[src/cle_pkg.sv]
// Package for the console line editor: widths, reset values, character codes,
// result kinds and the command/status types between controller and datapath.
// No dependencies.
package cle_pkg;

    localparam int LINE_DEPTH_DEF = 32;

    localparam int BYTE_W    = 8;
    localparam int CAP_W     = 6;
    localparam int TIMEOUT_W = 24;
    localparam int TIME_W    = 25;
    localparam int KIND_W    = 2;
    localparam int LEN_W     = 5;
    localparam int CFG_IDX_W = 2;

    localparam logic [CAP_W-1:0]     CAP_RESET  = 6'd32;
    localparam logic [TIMEOUT_W-1:0] IDLE_RESET = 24'd1000000;
    localparam logic [TIMEOUT_W-1:0] GAP_RESET  = 24'd1500000;
    localparam logic [TIME_W-1:0]    TIME_MAX   = {TIME_W{1'b1}};

    localparam logic [BYTE_W-1:0] CH_BS  = 8'h08;
    localparam logic [BYTE_W-1:0] CH_LF  = 8'h0a;
    localparam logic [BYTE_W-1:0] CH_CR  = 8'h0d;
    localparam logic [BYTE_W-1:0] CH_SP  = 8'h20;
    localparam logic [BYTE_W-1:0] CH_DEL = 8'h7f;
    localparam logic [BYTE_W-1:0] CH_NUL = 8'h00;

    localparam logic CMD_BYTE = 1'b0;
    localparam logic CMD_TICK = 1'b1;

    localparam logic [CFG_IDX_W-1:0] REG_LINE_CAPACITY = 2'd0;
    localparam logic [CFG_IDX_W-1:0] REG_IDLE_TIMEOUT  = 2'd1;
    localparam logic [CFG_IDX_W-1:0] REG_GAP_TIMEOUT   = 2'd2;

    localparam logic [KIND_W-1:0] KIND_ECHO  = 2'd0;
    localparam logic [KIND_W-1:0] KIND_LINE  = 2'd1;
    localparam logic [KIND_W-1:0] KIND_EMPTY = 2'd2;

    // What an accepted item will produce.
    typedef enum logic [2:0] {
        CL_NONE,
        CL_EMPTY,
        CL_DUMP,
        CL_EOL,
        CL_BS,
        CL_CHAR,
        CL_CHAR_DUMP
    } t_item_class;

    // Which result the output register is loaded with.
    typedef enum logic [2:0] {
        SEL_EMPTY,
        SEL_CR,
        SEL_LF,
        SEL_BS,
        SEL_SP,
        SEL_ECHO,
        SEL_LINE
    } t_out_sel;

    typedef struct packed {
        logic     take;
        logic     load;
        t_out_sel sel;
        logic     last;
    } t_dp_cmd;

    typedef struct packed {
        t_item_class cls;
        logic        out_free;
        logic        dump_last;
    } t_dp_status;

endpackage

[src/cle_if.sv]
// Channel interfaces of the console line editor: input items, result items
// and configuration writes. Depends on cle_pkg.
interface cle_in_if;
    logic                      valid;
    logic                      ready;
    logic                      cmd;
    logic [cle_pkg::BYTE_W-1:0] rx_byte;

    modport source (output valid, output cmd, output rx_byte, input ready);
    modport sink   (input valid, input cmd, input rx_byte, output ready);
endinterface

interface cle_out_if;
    logic                       valid;
    logic                       ready;
    logic [cle_pkg::KIND_W-1:0] out_kind;
    logic [cle_pkg::BYTE_W-1:0] out_byte;
    logic [cle_pkg::LEN_W-1:0]  line_length;
    logic                       last;

    modport source (output valid, output out_kind, output out_byte, output line_length,
                    output last, input ready);
    modport sink   (input valid, input out_kind, input out_byte, input line_length,
                    input last, output ready);
endinterface

interface cle_cfg_if;
    logic                          valid;
    logic                          ready;
    logic [cle_pkg::CFG_IDX_W-1:0] index;
    logic [cle_pkg::TIMEOUT_W-1:0] data;

    modport source (output valid, output index, output data, input ready);
    modport sink   (input valid, input index, input data, output ready);
endinterface

[src/console_line_editor_top.sv]
// Top level of the console line editor: controller plus datapath behind
// valid/ready channels. Depends on cle_pkg, cle_if, cle_ctrl, cle_datapath.
//
//   channel   direction  payload                                  accepted when
//   i_in      in         cmd, rx_byte                             valid && ready
//   o_out     out        out_kind, out_byte, line_length, last    valid && ready
//   i_cfg     in         index, data                              valid && ready
//
// Results of an item leave one per cycle through the output register unless
// the output stalls: a tick or a backspace on an empty line gives none, a
// timeout one empty result, an echo its byte or backspace, space, backspace,
// and a completed line its echo and its L bytes, each read from the line store.
// Input is taken only between items; output stalls hold the sequencer.
// Reset is synchronous and active low; no clearing pass is needed.
module console_line_editor_top #(
    parameter int LINE_DEPTH = cle_pkg::LINE_DEPTH_DEF
) (
    input  logic             i_clk,
    input  logic             i_rst_n,
    cle_in_if.sink           i_in,
    cle_out_if.source        o_out,
    cle_cfg_if.sink          i_cfg
);

    cle_pkg::t_dp_cmd    w_cmd;
    cle_pkg::t_dp_status w_status;
    logic                w_in_ready;

    assign i_in.ready  = w_in_ready;
    assign i_cfg.ready = 1'b1;

    cle_ctrl u_ctrl (
        .i_clk      (i_clk),
        .i_rst_n    (i_rst_n),
        .i_in_valid (i_in.valid),
        .o_in_ready (w_in_ready),
        .i_status   (w_status),
        .o_cmd      (w_cmd)
    );

    cle_datapath #(
        .LINE_DEPTH (LINE_DEPTH)
    ) u_datapath (
        .i_clk         (i_clk),
        .i_rst_n       (i_rst_n),
        .i_cmd         (w_cmd),
        .o_status      (w_status),
        .i_in_cmd      (i_in.cmd),
        .i_in_byte     (i_in.rx_byte),
        .i_cfg_valid   (i_cfg.valid),
        .i_cfg_index   (i_cfg.index),
        .i_cfg_data    (i_cfg.data),
        .i_out_ready   (o_out.ready),
        .o_out_valid   (o_out.valid),
        .o_out_kind    (o_out.out_kind),
        .o_out_byte    (o_out.out_byte),
        .o_line_length (o_out.line_length),
        .o_out_last    (o_out.last)
    );

endmodule

[src/cle_datapath.sv]
// Datapath of the console line editor: configuration registers, line store,
// fill count, tick counters, dump index and the output register.
// Depends on cle_pkg.
module cle_datapath #(
    parameter int LINE_DEPTH = cle_pkg::LINE_DEPTH_DEF
) (
    input  logic                          i_clk,
    input  logic                          i_rst_n,
    input  cle_pkg::t_dp_cmd              i_cmd,
    output cle_pkg::t_dp_status           o_status,
    input  logic                          i_in_cmd,
    input  logic [cle_pkg::BYTE_W-1:0]    i_in_byte,
    input  logic                          i_cfg_valid,
    input  logic [cle_pkg::CFG_IDX_W-1:0] i_cfg_index,
    input  logic [cle_pkg::TIMEOUT_W-1:0] i_cfg_data,
    input  logic                          i_out_ready,
    output logic                          o_out_valid,
    output logic [cle_pkg::KIND_W-1:0]    o_out_kind,
    output logic [cle_pkg::BYTE_W-1:0]    o_out_byte,
    output logic [cle_pkg::LEN_W-1:0]     o_line_length,
    output logic                          o_out_last
);

    localparam int FW = $clog2(LINE_DEPTH);
    localparam int CW = cle_pkg::CAP_W;
    localparam int TW = cle_pkg::TIME_W;
    localparam int LW = cle_pkg::LEN_W;
    localparam int BW = cle_pkg::BYTE_W;

    logic [CW-1:0]                  r_cap;
    logic [cle_pkg::TIMEOUT_W-1:0]  r_idle;
    logic [cle_pkg::TIMEOUT_W-1:0]  r_gap;

    logic [BW-1:0]                  r_mem [LINE_DEPTH];
    logic [BW-1:0]                  r_rd_data;
    logic [FW-1:0]                  r_fill, n_fill;
    logic [FW-1:0]                  r_idx, n_idx;
    logic [TW-1:0]                  r_since_start, n_since_start;
    logic [TW-1:0]                  r_since_last, n_since_last;
    logic [BW-1:0]                  r_echo;

    logic                           r_out_valid;
    logic [cle_pkg::KIND_W-1:0]     r_out_kind;
    logic [BW-1:0]                  r_out_byte;
    logic [LW-1:0]                  r_out_len;
    logic                           r_out_last;

    logic [CW-1:0]                  eff_cap;
    logic [CW-1:0]                  limit;
    logic [CW-1:0]                  fill_ext;
    logic [TW-1:0]                  start_inc;
    logic [TW-1:0]                  last_inc;
    logic                           timeout;
    logic                           is_eol;
    logic                           is_bs;
    logic                           dump_last;
    logic                           dump_end;
    logic                           mem_we;
    logic [BW-1:0]                  mem_wdata;
    cle_pkg::t_item_class           cls;

    // Capacity outside 2..LINE_DEPTH is clamped into range.
    assign eff_cap = (r_cap < CW'(2)) ? CW'(2) :
                     (r_cap > CW'(LINE_DEPTH)) ? CW'(LINE_DEPTH) : r_cap;
    assign limit    = eff_cap - CW'(1);
    assign fill_ext = CW'(r_fill);

    assign start_inc = (r_since_start == cle_pkg::TIME_MAX) ? r_since_start
                                                             : r_since_start + TW'(1);
    assign last_inc  = (r_since_last == cle_pkg::TIME_MAX) ? r_since_last
                                                            : r_since_last + TW'(1);

    assign timeout = ((r_fill == '0) && (start_inc > TW'(r_idle))) ||
                     ((r_fill != '0) && (last_inc > TW'(r_gap)));

    assign is_eol = (i_in_byte == cle_pkg::CH_CR) || (i_in_byte == cle_pkg::CH_LF);
    assign is_bs  = (i_in_byte == cle_pkg::CH_BS) || (i_in_byte == cle_pkg::CH_DEL);

    always_comb begin
        if (i_in_cmd == cle_pkg::CMD_TICK) begin
            cls = timeout ? cle_pkg::CL_EMPTY : cle_pkg::CL_NONE;
        end else if (fill_ext >= limit) begin
            cls = cle_pkg::CL_DUMP;
        end else if (is_eol) begin
            cls = cle_pkg::CL_EOL;
        end else if (is_bs) begin
            cls = (r_fill != '0) ? cle_pkg::CL_BS : cle_pkg::CL_NONE;
        end else if ((fill_ext + CW'(1)) >= limit) begin
            cls = cle_pkg::CL_CHAR_DUMP;
        end else begin
            cls = cle_pkg::CL_CHAR;
        end
    end

    assign dump_last = ((r_idx + FW'(1)) == r_fill);
    assign dump_end  = i_cmd.load && (i_cmd.sel == cle_pkg::SEL_LINE) && dump_last;

    assign o_status.cls       = cls;
    assign o_status.out_free  = !r_out_valid || i_out_ready;
    assign o_status.dump_last = dump_last;

    assign mem_we    = i_cmd.take && ((cls == cle_pkg::CL_EOL) || (cls == cle_pkg::CL_CHAR) ||
                                      (cls == cle_pkg::CL_CHAR_DUMP));
    assign mem_wdata = (cls == cle_pkg::CL_EOL) ? cle_pkg::CH_LF : i_in_byte;

    always_comb begin
        n_fill        = r_fill;
        n_since_start = r_since_start;
        n_since_last  = r_since_last;
        n_idx         = r_idx;
        if (i_cmd.take) begin
            n_idx = '0;
            if (i_in_cmd == cle_pkg::CMD_TICK) begin
                if (timeout) begin
                    n_fill        = '0;
                    n_since_start = '0;
                    n_since_last  = '0;
                end else begin
                    n_since_start = start_inc;
                    n_since_last  = last_inc;
                end
            end else begin
                n_since_last = '0;
                case (cls)
                    cle_pkg::CL_EOL,
                    cle_pkg::CL_CHAR,
                    cle_pkg::CL_CHAR_DUMP: n_fill = r_fill + FW'(1);
                    cle_pkg::CL_BS:        n_fill = r_fill - FW'(1);
                    default:               n_fill = r_fill;
                endcase
            end
        end else if (dump_end) begin
            n_fill        = '0;
            n_since_start = '0;
            n_since_last  = '0;
        end else if (i_cmd.load && (i_cmd.sel == cle_pkg::SEL_LINE)) begin
            n_idx = r_idx + FW'(1);
        end
    end

    always_ff @(posedge i_clk) begin
        if (!i_rst_n) begin
            r_cap         <= cle_pkg::CAP_RESET;
            r_idle        <= cle_pkg::IDLE_RESET;
            r_gap         <= cle_pkg::GAP_RESET;
            r_fill        <= '0;
            r_idx         <= '0;
            r_since_start <= '0;
            r_since_last  <= '0;
            r_out_valid   <= 1'b0;
        end else begin
            if (i_cfg_valid) begin
                case (i_cfg_index)
                    cle_pkg::REG_LINE_CAPACITY: r_cap  <= i_cfg_data[CW-1:0];
                    cle_pkg::REG_IDLE_TIMEOUT:  r_idle <= i_cfg_data;
                    cle_pkg::REG_GAP_TIMEOUT:   r_gap  <= i_cfg_data;
                    default: ;
                endcase
            end
            r_fill        <= n_fill;
            r_idx         <= n_idx;
            r_since_start <= n_since_start;
            r_since_last  <= n_since_last;
            if (i_cmd.load) begin
                r_out_valid <= 1'b1;
            end else if (i_out_ready) begin
                r_out_valid <= 1'b0;
            end
        end
    end

    // The read address follows the next dump index, so the registered read
    // data matches the current index.
    always_ff @(posedge i_clk) begin
        if (mem_we) begin
            r_mem[r_fill] <= mem_wdata;
        end
        r_rd_data <= r_mem[n_idx];
    end

    always_ff @(posedge i_clk) begin
        if (i_cmd.take) begin
            r_echo <= i_in_byte;
        end
        if (i_cmd.load) begin
            r_out_last <= i_cmd.last;
            case (i_cmd.sel)
                cle_pkg::SEL_EMPTY: begin
                    r_out_kind <= cle_pkg::KIND_EMPTY;
                    r_out_byte <= cle_pkg::CH_NUL;
                    r_out_len  <= '0;
                end
                cle_pkg::SEL_CR: begin
                    r_out_kind <= cle_pkg::KIND_ECHO;
                    r_out_byte <= cle_pkg::CH_CR;
                    r_out_len  <= '0;
                end
                cle_pkg::SEL_LF: begin
                    r_out_kind <= cle_pkg::KIND_ECHO;
                    r_out_byte <= cle_pkg::CH_LF;
                    r_out_len  <= '0;
                end
                cle_pkg::SEL_BS: begin
                    r_out_kind <= cle_pkg::KIND_ECHO;
                    r_out_byte <= cle_pkg::CH_BS;
                    r_out_len  <= '0;
                end
                cle_pkg::SEL_SP: begin
                    r_out_kind <= cle_pkg::KIND_ECHO;
                    r_out_byte <= cle_pkg::CH_SP;
                    r_out_len  <= '0;
                end
                cle_pkg::SEL_ECHO: begin
                    r_out_kind <= cle_pkg::KIND_ECHO;
                    r_out_byte <= r_echo;
                    r_out_len  <= '0;
                end
                cle_pkg::SEL_LINE: begin
                    r_out_kind <= cle_pkg::KIND_LINE;
                    r_out_byte <= r_rd_data;
                    r_out_len  <= LW'(r_fill);
                end
                default: begin
                    r_out_kind <= cle_pkg::KIND_EMPTY;
                    r_out_byte <= cle_pkg::CH_NUL;
                    r_out_len  <= '0;
                end
            endcase
        end
    end

    assign o_out_valid   = r_out_valid;
    assign o_out_kind    = r_out_kind;
    assign o_out_byte    = r_out_byte;
    assign o_line_length = r_out_len;
    assign o_out_last    = r_out_last;

endmodule

[src/cle_ctrl.sv]
// Controller of the console line editor: accepts items and sequences the
// echo, line dump and timeout results into the datapath output register.
// Depends on cle_pkg.
module cle_ctrl (
    input  logic                i_clk,
    input  logic                i_rst_n,
    input  logic                i_in_valid,
    output logic                o_in_ready,
    input  cle_pkg::t_dp_status i_status,
    output cle_pkg::t_dp_cmd    o_cmd
);

    typedef enum logic [3:0] {
        S_IDLE,
        S_EMPTY,
        S_CR,
        S_LF,
        S_BS1,
        S_SP,
        S_BS2,
        S_ECHO,
        S_DUMP
    } t_state;

    t_state r_state, n_state;
    logic   r_dump_after, n_dump_after;
    logic   take;

    assign o_in_ready = (r_state == S_IDLE);
    assign take       = i_in_valid && o_in_ready;

    always_comb begin
        n_state      = r_state;
        n_dump_after = r_dump_after;
        o_cmd.take   = take;
        o_cmd.load   = 1'b0;
        o_cmd.sel    = cle_pkg::SEL_EMPTY;
        o_cmd.last   = 1'b0;
        case (r_state)
            S_IDLE: begin
                if (take) begin
                    case (i_status.cls)
                        cle_pkg::CL_EMPTY: n_state = S_EMPTY;
                        cle_pkg::CL_DUMP:  n_state = S_DUMP;
                        cle_pkg::CL_EOL:   n_state = S_CR;
                        cle_pkg::CL_BS:    n_state = S_BS1;
                        cle_pkg::CL_CHAR: begin
                            n_state      = S_ECHO;
                            n_dump_after = 1'b0;
                        end
                        cle_pkg::CL_CHAR_DUMP: begin
                            n_state      = S_ECHO;
                            n_dump_after = 1'b1;
                        end
                        default: n_state = S_IDLE;
                    endcase
                end
            end
            S_EMPTY: begin
                o_cmd.load = i_status.out_free;
                o_cmd.sel  = cle_pkg::SEL_EMPTY;
                o_cmd.last = 1'b1;
                if (i_status.out_free) n_state = S_IDLE;
            end
            S_CR: begin
                o_cmd.load = i_status.out_free;
                o_cmd.sel  = cle_pkg::SEL_CR;
                if (i_status.out_free) n_state = S_LF;
            end
            S_LF: begin
                // The stored terminator guarantees a non-empty dump follows.
                o_cmd.load = i_status.out_free;
                o_cmd.sel  = cle_pkg::SEL_LF;
                if (i_status.out_free) n_state = S_DUMP;
            end
            S_BS1: begin
                o_cmd.load = i_status.out_free;
                o_cmd.sel  = cle_pkg::SEL_BS;
                if (i_status.out_free) n_state = S_SP;
            end
            S_SP: begin
                o_cmd.load = i_status.out_free;
                o_cmd.sel  = cle_pkg::SEL_SP;
                if (i_status.out_free) n_state = S_BS2;
            end
            S_BS2: begin
                o_cmd.load = i_status.out_free;
                o_cmd.sel  = cle_pkg::SEL_BS;
                o_cmd.last = 1'b1;
                if (i_status.out_free) n_state = S_IDLE;
            end
            S_ECHO: begin
                o_cmd.load = i_status.out_free;
                o_cmd.sel  = cle_pkg::SEL_ECHO;
                o_cmd.last = !r_dump_after;
                if (i_status.out_free) n_state = r_dump_after ? S_DUMP : S_IDLE;
            end
            S_DUMP: begin
                o_cmd.load = i_status.out_free;
                o_cmd.sel  = cle_pkg::SEL_LINE;
                o_cmd.last = i_status.dump_last;
                if (i_status.out_free && i_status.dump_last) n_state = S_IDLE;
            end
            default: n_state = S_IDLE;
        endcase
    end

    always_ff @(posedge i_clk) begin
        if (!i_rst_n) begin
            r_state      <= S_IDLE;
            r_dump_after <= 1'b0;
        end else begin
            r_state      <= n_state;
            r_dump_after <= n_dump_after;
        end
    end

endmodule
[src/flat_wrapper.sv]
// flat-port wrapper written by rule: the top's interface ports become plain ports
module console_line_editor_top_flat 
#(
    parameter int LINE_DEPTH = cle_pkg::LINE_DEPTH_DEF
)
  (i_clk, i_rst_n, i_in_valid, i_in_cmd, i_in_rx_byte, i_in_ready, o_out_valid, o_out_out_kind, o_out_out_byte, o_out_line_length, o_out_last, o_out_ready, i_cfg_valid, i_cfg_index, i_cfg_data, i_cfg_ready);
  cle_in_if i_in_i ();
  cle_out_if o_out_i ();
  cle_cfg_if i_cfg_i ();
  input  logic i_clk;
  input  logic i_rst_n;
  input wire logic [$bits(i_in_i.valid)-1:0] i_in_valid;
  input wire logic [$bits(i_in_i.cmd)-1:0] i_in_cmd;
  input wire logic [$bits(i_in_i.rx_byte)-1:0] i_in_rx_byte;
  output wire logic [$bits(i_in_i.ready)-1:0] i_in_ready;
  output wire logic [$bits(o_out_i.valid)-1:0] o_out_valid;
  output wire logic [$bits(o_out_i.out_kind)-1:0] o_out_out_kind;
  output wire logic [$bits(o_out_i.out_byte)-1:0] o_out_out_byte;
  output wire logic [$bits(o_out_i.line_length)-1:0] o_out_line_length;
  output wire logic [$bits(o_out_i.last)-1:0] o_out_last;
  input wire logic [$bits(o_out_i.ready)-1:0] o_out_ready;
  input wire logic [$bits(i_cfg_i.valid)-1:0] i_cfg_valid;
  input wire logic [$bits(i_cfg_i.index)-1:0] i_cfg_index;
  input wire logic [$bits(i_cfg_i.data)-1:0] i_cfg_data;
  output wire logic [$bits(i_cfg_i.ready)-1:0] i_cfg_ready;
  assign i_in_i.valid = i_in_valid;
  assign i_in_i.cmd = i_in_cmd;
  assign i_in_i.rx_byte = i_in_rx_byte;
  assign i_in_ready = i_in_i.ready;
  assign o_out_valid = o_out_i.valid;
  assign o_out_out_kind = o_out_i.out_kind;
  assign o_out_out_byte = o_out_i.out_byte;
  assign o_out_line_length = o_out_i.line_length;
  assign o_out_last = o_out_i.last;
  assign o_out_i.ready = o_out_ready;
  assign i_cfg_i.valid = i_cfg_valid;
  assign i_cfg_i.index = i_cfg_index;
  assign i_cfg_i.data = i_cfg_data;
  assign i_cfg_ready = i_cfg_i.ready;
  console_line_editor_top #(.LINE_DEPTH(LINE_DEPTH)) u_core (.i_clk(i_clk), .i_rst_n(i_rst_n), .i_in(i_in_i), .o_out(o_out_i), .i_cfg(i_cfg_i));
endmodule
[config.mk]
export PLATFORM = sky130hd
export DESIGN_NAME = console_line_editor_top_flat
export DESIGN_NICKNAME = d
export VERILOG_FILES = /design/src/cle_pkg.sv /design/src/cle_if.sv /design/src/console_line_editor_top.sv /design/src/cle_datapath.sv /design/src/cle_ctrl.sv /design/src/flat_wrapper.sv
export SDC_FILE = /design/constraint.sdc
export NUM_CORES = 1
export LEC_CHECK = 0
export BUFFER_PORTS_ARGS = -buffer_cell sky130_fd_sc_hd__buf_4
export CORE_MARGIN = 1
export CORE_UTILIZATION = 40
export CTS_BUF_LIST = sky130_fd_sc_hd__clkbuf_16
export DETAILED_ROUTE_END_ITERATION = 8
export GPL_TIMING_DRIVEN = 0
export MAX_ROUTING_LAYER = met4
export SLEW_MARGIN = 20
export SYNTH_ARGS = -nofsm -noshare
export SYNTH_HDL_FRONTEND = slang
export SYNTH_SLANG_ARGS = --single-unit
[constraint.sdc]
create_clock -name i_clk -period 6 [get_ports i_clk]
set_input_delay 1.2 -clock i_clk [delete_from_list [all_inputs] [get_ports i_clk]]
set_output_delay 1.2 -clock i_clk [all_outputs]
set_load 0.02 [all_outputs]
==> summary.txt <==
Power and ir drop
  • Internal Power: 4.76 mW
  • Max VDD drop: ~240 uV
  • Net Switching: 1.59 mW
  • Logic gate share of total power: under 10%
  • Clock share of power: between 40 and 50%
  • Sequential share of power: 48.9%
  • Switching Share: 25.1%
  • P per Cell Area: 282 nW/um^2
  • Leakage: 8.17 nW

Synth
  • Top FF cell, synth: edfxtp_1
  • Sequential cell area fraction in the yosys report: 56.2%
  • Ys async rst share: 0%
  • Top post-synthesis cells by area: edfxtp_1, dfxtp_1, nand2_1
  • Synth area leader: edfxtp_1
  • Most common library cells after synthesis: nand2_1, edfxtp_1, dfxtp_1
  • Yosys top cell area share: 43.1%
  • Synth Register Bits: 408
  • Mean post-synth cell area: about 11 um^2
  • Post-Syn Area: a little under 20,000 um^2
  • Post-synth EDFFs: 280
  • Synthesized instance count: approximately 1,800
  • Most frequent cell after synthesis: nand2_1
  • Yosys cell types: 97
  • YS warnings: 0

Floorplan
  • Initial Utilization: 40.7%
  • Die Wd: 223 um
  • Die area: about 50,000 um^2
  • Die Y: 223 um
  • Rows: 80
  • Core box area: 47,900 um^2
  • # IOs: 59

Critical path
  • CP Class: reg -> reg
  • Reg2reg end: u_core.u_datapath.r_fill[4]
  • CP Launch Type: flip-flop
  • Slowest-stage cell, CP: or4_4
  • Largest stage delay, worst path: 0.49 ns
  • Worst EP required: 6.46 ns
  • R2R Path Start: u_core.u_datapath.r_since_last[0]
  • Crit path DAT: 6.43 ns
  • R2R cell count: 28
  • Critical Path End Type: flip-flop
  • R2r setup slk: 0.03 ns
  • Crit path max fanout: 6

Status
  • Status: finished, final reports clean

Timing
  • RSZ-0062 raised after global routing: true
  • Final Hold Fails: 0
  • Final setup margin: 0.0276 ns
  • Crit path time final: 5.97 ns
  • Setup Skew: between 0.03 and 0.04 ns
  • Tcrit/Tclk final: between 90% and 100%
  • Worst slew margin: 28.3%
  • Final setup viols: 0
  • Hold slack: between 0.4 and 0.5 ns
  • Setup tns final: 0 ns
  • Worst slew pin tran: 1.07 ns
  • F_max: between 150 and 200 MHz
  • Final Max Tran Viols: 0

Place
  • DP Cell Count: ~2,500
  • DP HPWL: roughly 39,000 um
  • GP Congestion: about 0.9
  • Place WS: -1.05 ns
  • # port buffers: 56

Clocking
  • Clock-pin slew on the worst setup and hold paths: 0.05 ns
  • H-tree depth: 2
  • Hold-fix buffers at CTS: 0
  • CTS buffer count: 45
  • Worst skew pair latency: ~0.61 ns
  • Clock buffer depth: 3
  • Root Driver: clkbuf_16
  • CTS tree: built
  • CTS Sinks: between 400 and 500

Routing
  • DR DRC count: 0
  • Initial drt markers: 1,309
  • Drt wl/cell: about 21 um
  • Via/cell ratio: 5.66
  • DRT antenna net count: 0
  • Drt first pass iters: 6
  • Via count: 14,700
  • Post-Route WL: about 54,000 um

Cells and area
  • Non-filler cells in the finished layout: 2,592
  • Fillers: 4,454
  • Fraction of layout instances using a drive strength above 1: 13.7%
  • Reg area: between 10,000 and 15,000 um^2
  • # nets final: ~2,000
  • P&R area growth vs syn: 15.7%
  • Area occupied by multi-input gates: 8100 um^2

Global route
  • Initial antenna violation count: 2
  • First-pass GRT wire length: 81,800 um
  • GR Overflow Total: 0
  • GRT Util Overall: 22.3%
  • Largest net degree at the start of global routing: 33
  • Vias in the first global route: roughly 14,000

Worst hold path
  • WHS Path Cells: 2
  • HP Class: reg -> reg
  • Hold Path Origin: u_core.u_datapath.r_idle[20]
  • Hold Crit Endpoint: u_core.u_datapath.r_idle[20]

Flow run
  • Maxcap violations: 0
-- cells in the final DEF (no fill, tap or decap), types with 8 or more instances in the layout --
cell type,n
nand4_1,29
nand3_1,83
ha_1,67
xor2_1,22
clkbuf_1,53
o311ai_0,8
buf_4,68
or3_1,9
clkinv_2,9
edfxtp_1,280
a21oi_1,97
a311oi_1,34
a32oi_1,10
nor2_1,86
nor2_2,9
nand2b_1,15
and3_1,40
a211oi_1,34
nor2b_1,9
mux2i_1,22
dfxtp_1,123
nor4_1,10
o211a_1,20
xnor2_1,35
inv_1,74
nand2_1,321
buf_2,33
nor3_1,37
and2_1,17
clkbuf_16,45
clkinv_1,14
o21ai_0,21
a31oi_1,8
nor2_4,25
o211ai_1,19
a22oi_1,14
-- cell families after synthesis --
logic type / synth area share, %
buf+inv: 3.73
simple gates: 18.6
fa+ha+maj: 4.57
compound gates: 12.9
flops: 56.2
mux: 1.30
xor+xnor: 2.68
other cells: 0.0192
-- area by class of cell --
type / instances / share of cell area, %
diodes: 2 / 0.0222
plain buffers: 105 / 2.14
clock buffers: 45 / 4.99
clock inverters: 39 / 1.38
inverters: 68 / 1.13
multi-input cells: 1246 / 35.9
flip-flops and latches: 408 / 48.7
well taps: 615 / 3.41
repair buffers: 64 / 2.35
-- worst max-delay path by stage --
stage | start | endpoint | slack (ns) | depth (start not counted)
2_1_floorplan | u_core.u_datapath.r_since_last[0] | u_core.u_datapath.r_fill[4] | 0.28 | 27
3_3_place_gp | u_core.u_datapath.r_since_last[0] | u_core.u_datapath.r_fill[4] | -0.97 | 27
3_5_place_dp | u_core.u_datapath.r_since_last[0] | u_core.u_datapath.r_fill[4] | -1.05 | 27
4_1_cts | u_core.u_datapath.r_since_start[15] | u_core.u_datapath.r_mem[21][1] | 0.0008 | 19
5_1_grt | u_core.u_datapath.r_since_last[0] | u_core.u_datapath.r_fill[4] | -0.26 | 28
6_report | u_core.u_datapath.r_since_last[0] | u_core.u_datapath.r_fill[4] | 0.03 | 28
-- sequential cells by signal, indices dropped and copies added, names as in the netlist, 2 cells and up --
| signal | count |
|---|---|
| u_core.u_datapath.r_since_last | 25 |
| u_core.u_datapath.o_out_kind | 2 |
| u_core.u_datapath.o_out_byte | 8 |
| u_core.u_datapath.o_line_length | 5 |
| u_core.u_ctrl.r_state | 4 |
| u_core.u_datapath.r_echo | 8 |
| u_core.u_datapath.r_rd_data | 8 |
| u_core.u_datapath.r_since_start | 25 |
| u_core.u_datapath.r_idle | 24 |
| u_core.u_datapath.r_mem | 256 |
| u_core.u_datapath.r_cap | 6 |
| u_core.u_datapath.r_fill | 5 |
| u_core.u_datapath.r_gap | 24 |
| u_core.u_datapath.r_idx | 5 |
-- stage by stage --
step           cell area, um^2  power (mW)  util (%)
2_1_floorplan            19500        3.48         -
3_3_place_gp             20700        3.70      43.2
3_5_place_dp             20800        3.72      43.4
4_1_cts                  22300        6.37      46.6
5_1_grt                  22600        6.54      47.0
6_report                 22600        6.35      47.0
-- metal layers --
layer,part of all wire [%],up-vias,global-route usage (%)
met2,48,431,35.7
met5,0,-,-
met4,2.7,0,7.41
met1,43,7211,28.4
met3,6.2,103,4.13
li1,-,6936,-
-- critical path, delay by kind of cell, from the launching register on --
family                   cells  cell delay [ns]
XOR/XNOR                     1             0.17
adder cells (fa/ha/maj)      3             0.74
AND/OR/NAND/NOR             15             3.12
buffers and inverters        3             0.41
flip-flops                   1             0.38
AO/OA/AOI/OAI                6             1.05
-- power by group through the flow --
stage | clock network, mW | logic (mW) | registers (mW)
5_1_grt | 2.83 | 0.601 | 3.11
3_3_place_gp | 0 | 0.529 | 3.17
3_5_place_dp | 0 | 0.550 | 3.17
6_report | 2.68 | 0.563 | 3.11
4_1_cts | 2.71 | 0.554 | 3.11
2_1_floorplan | 0 | 0.282 | 3.19
-- repair_timing --
item / in CTS / in global routing
setup endpoints to repair: 311 / 258
gates resized for setup: 22 / 58
pin swaps: 3 / 3
buffers inserted: 3 / 1
hold endpoints to repair: 0 / 0
Power figures use the tool's default switching activity.
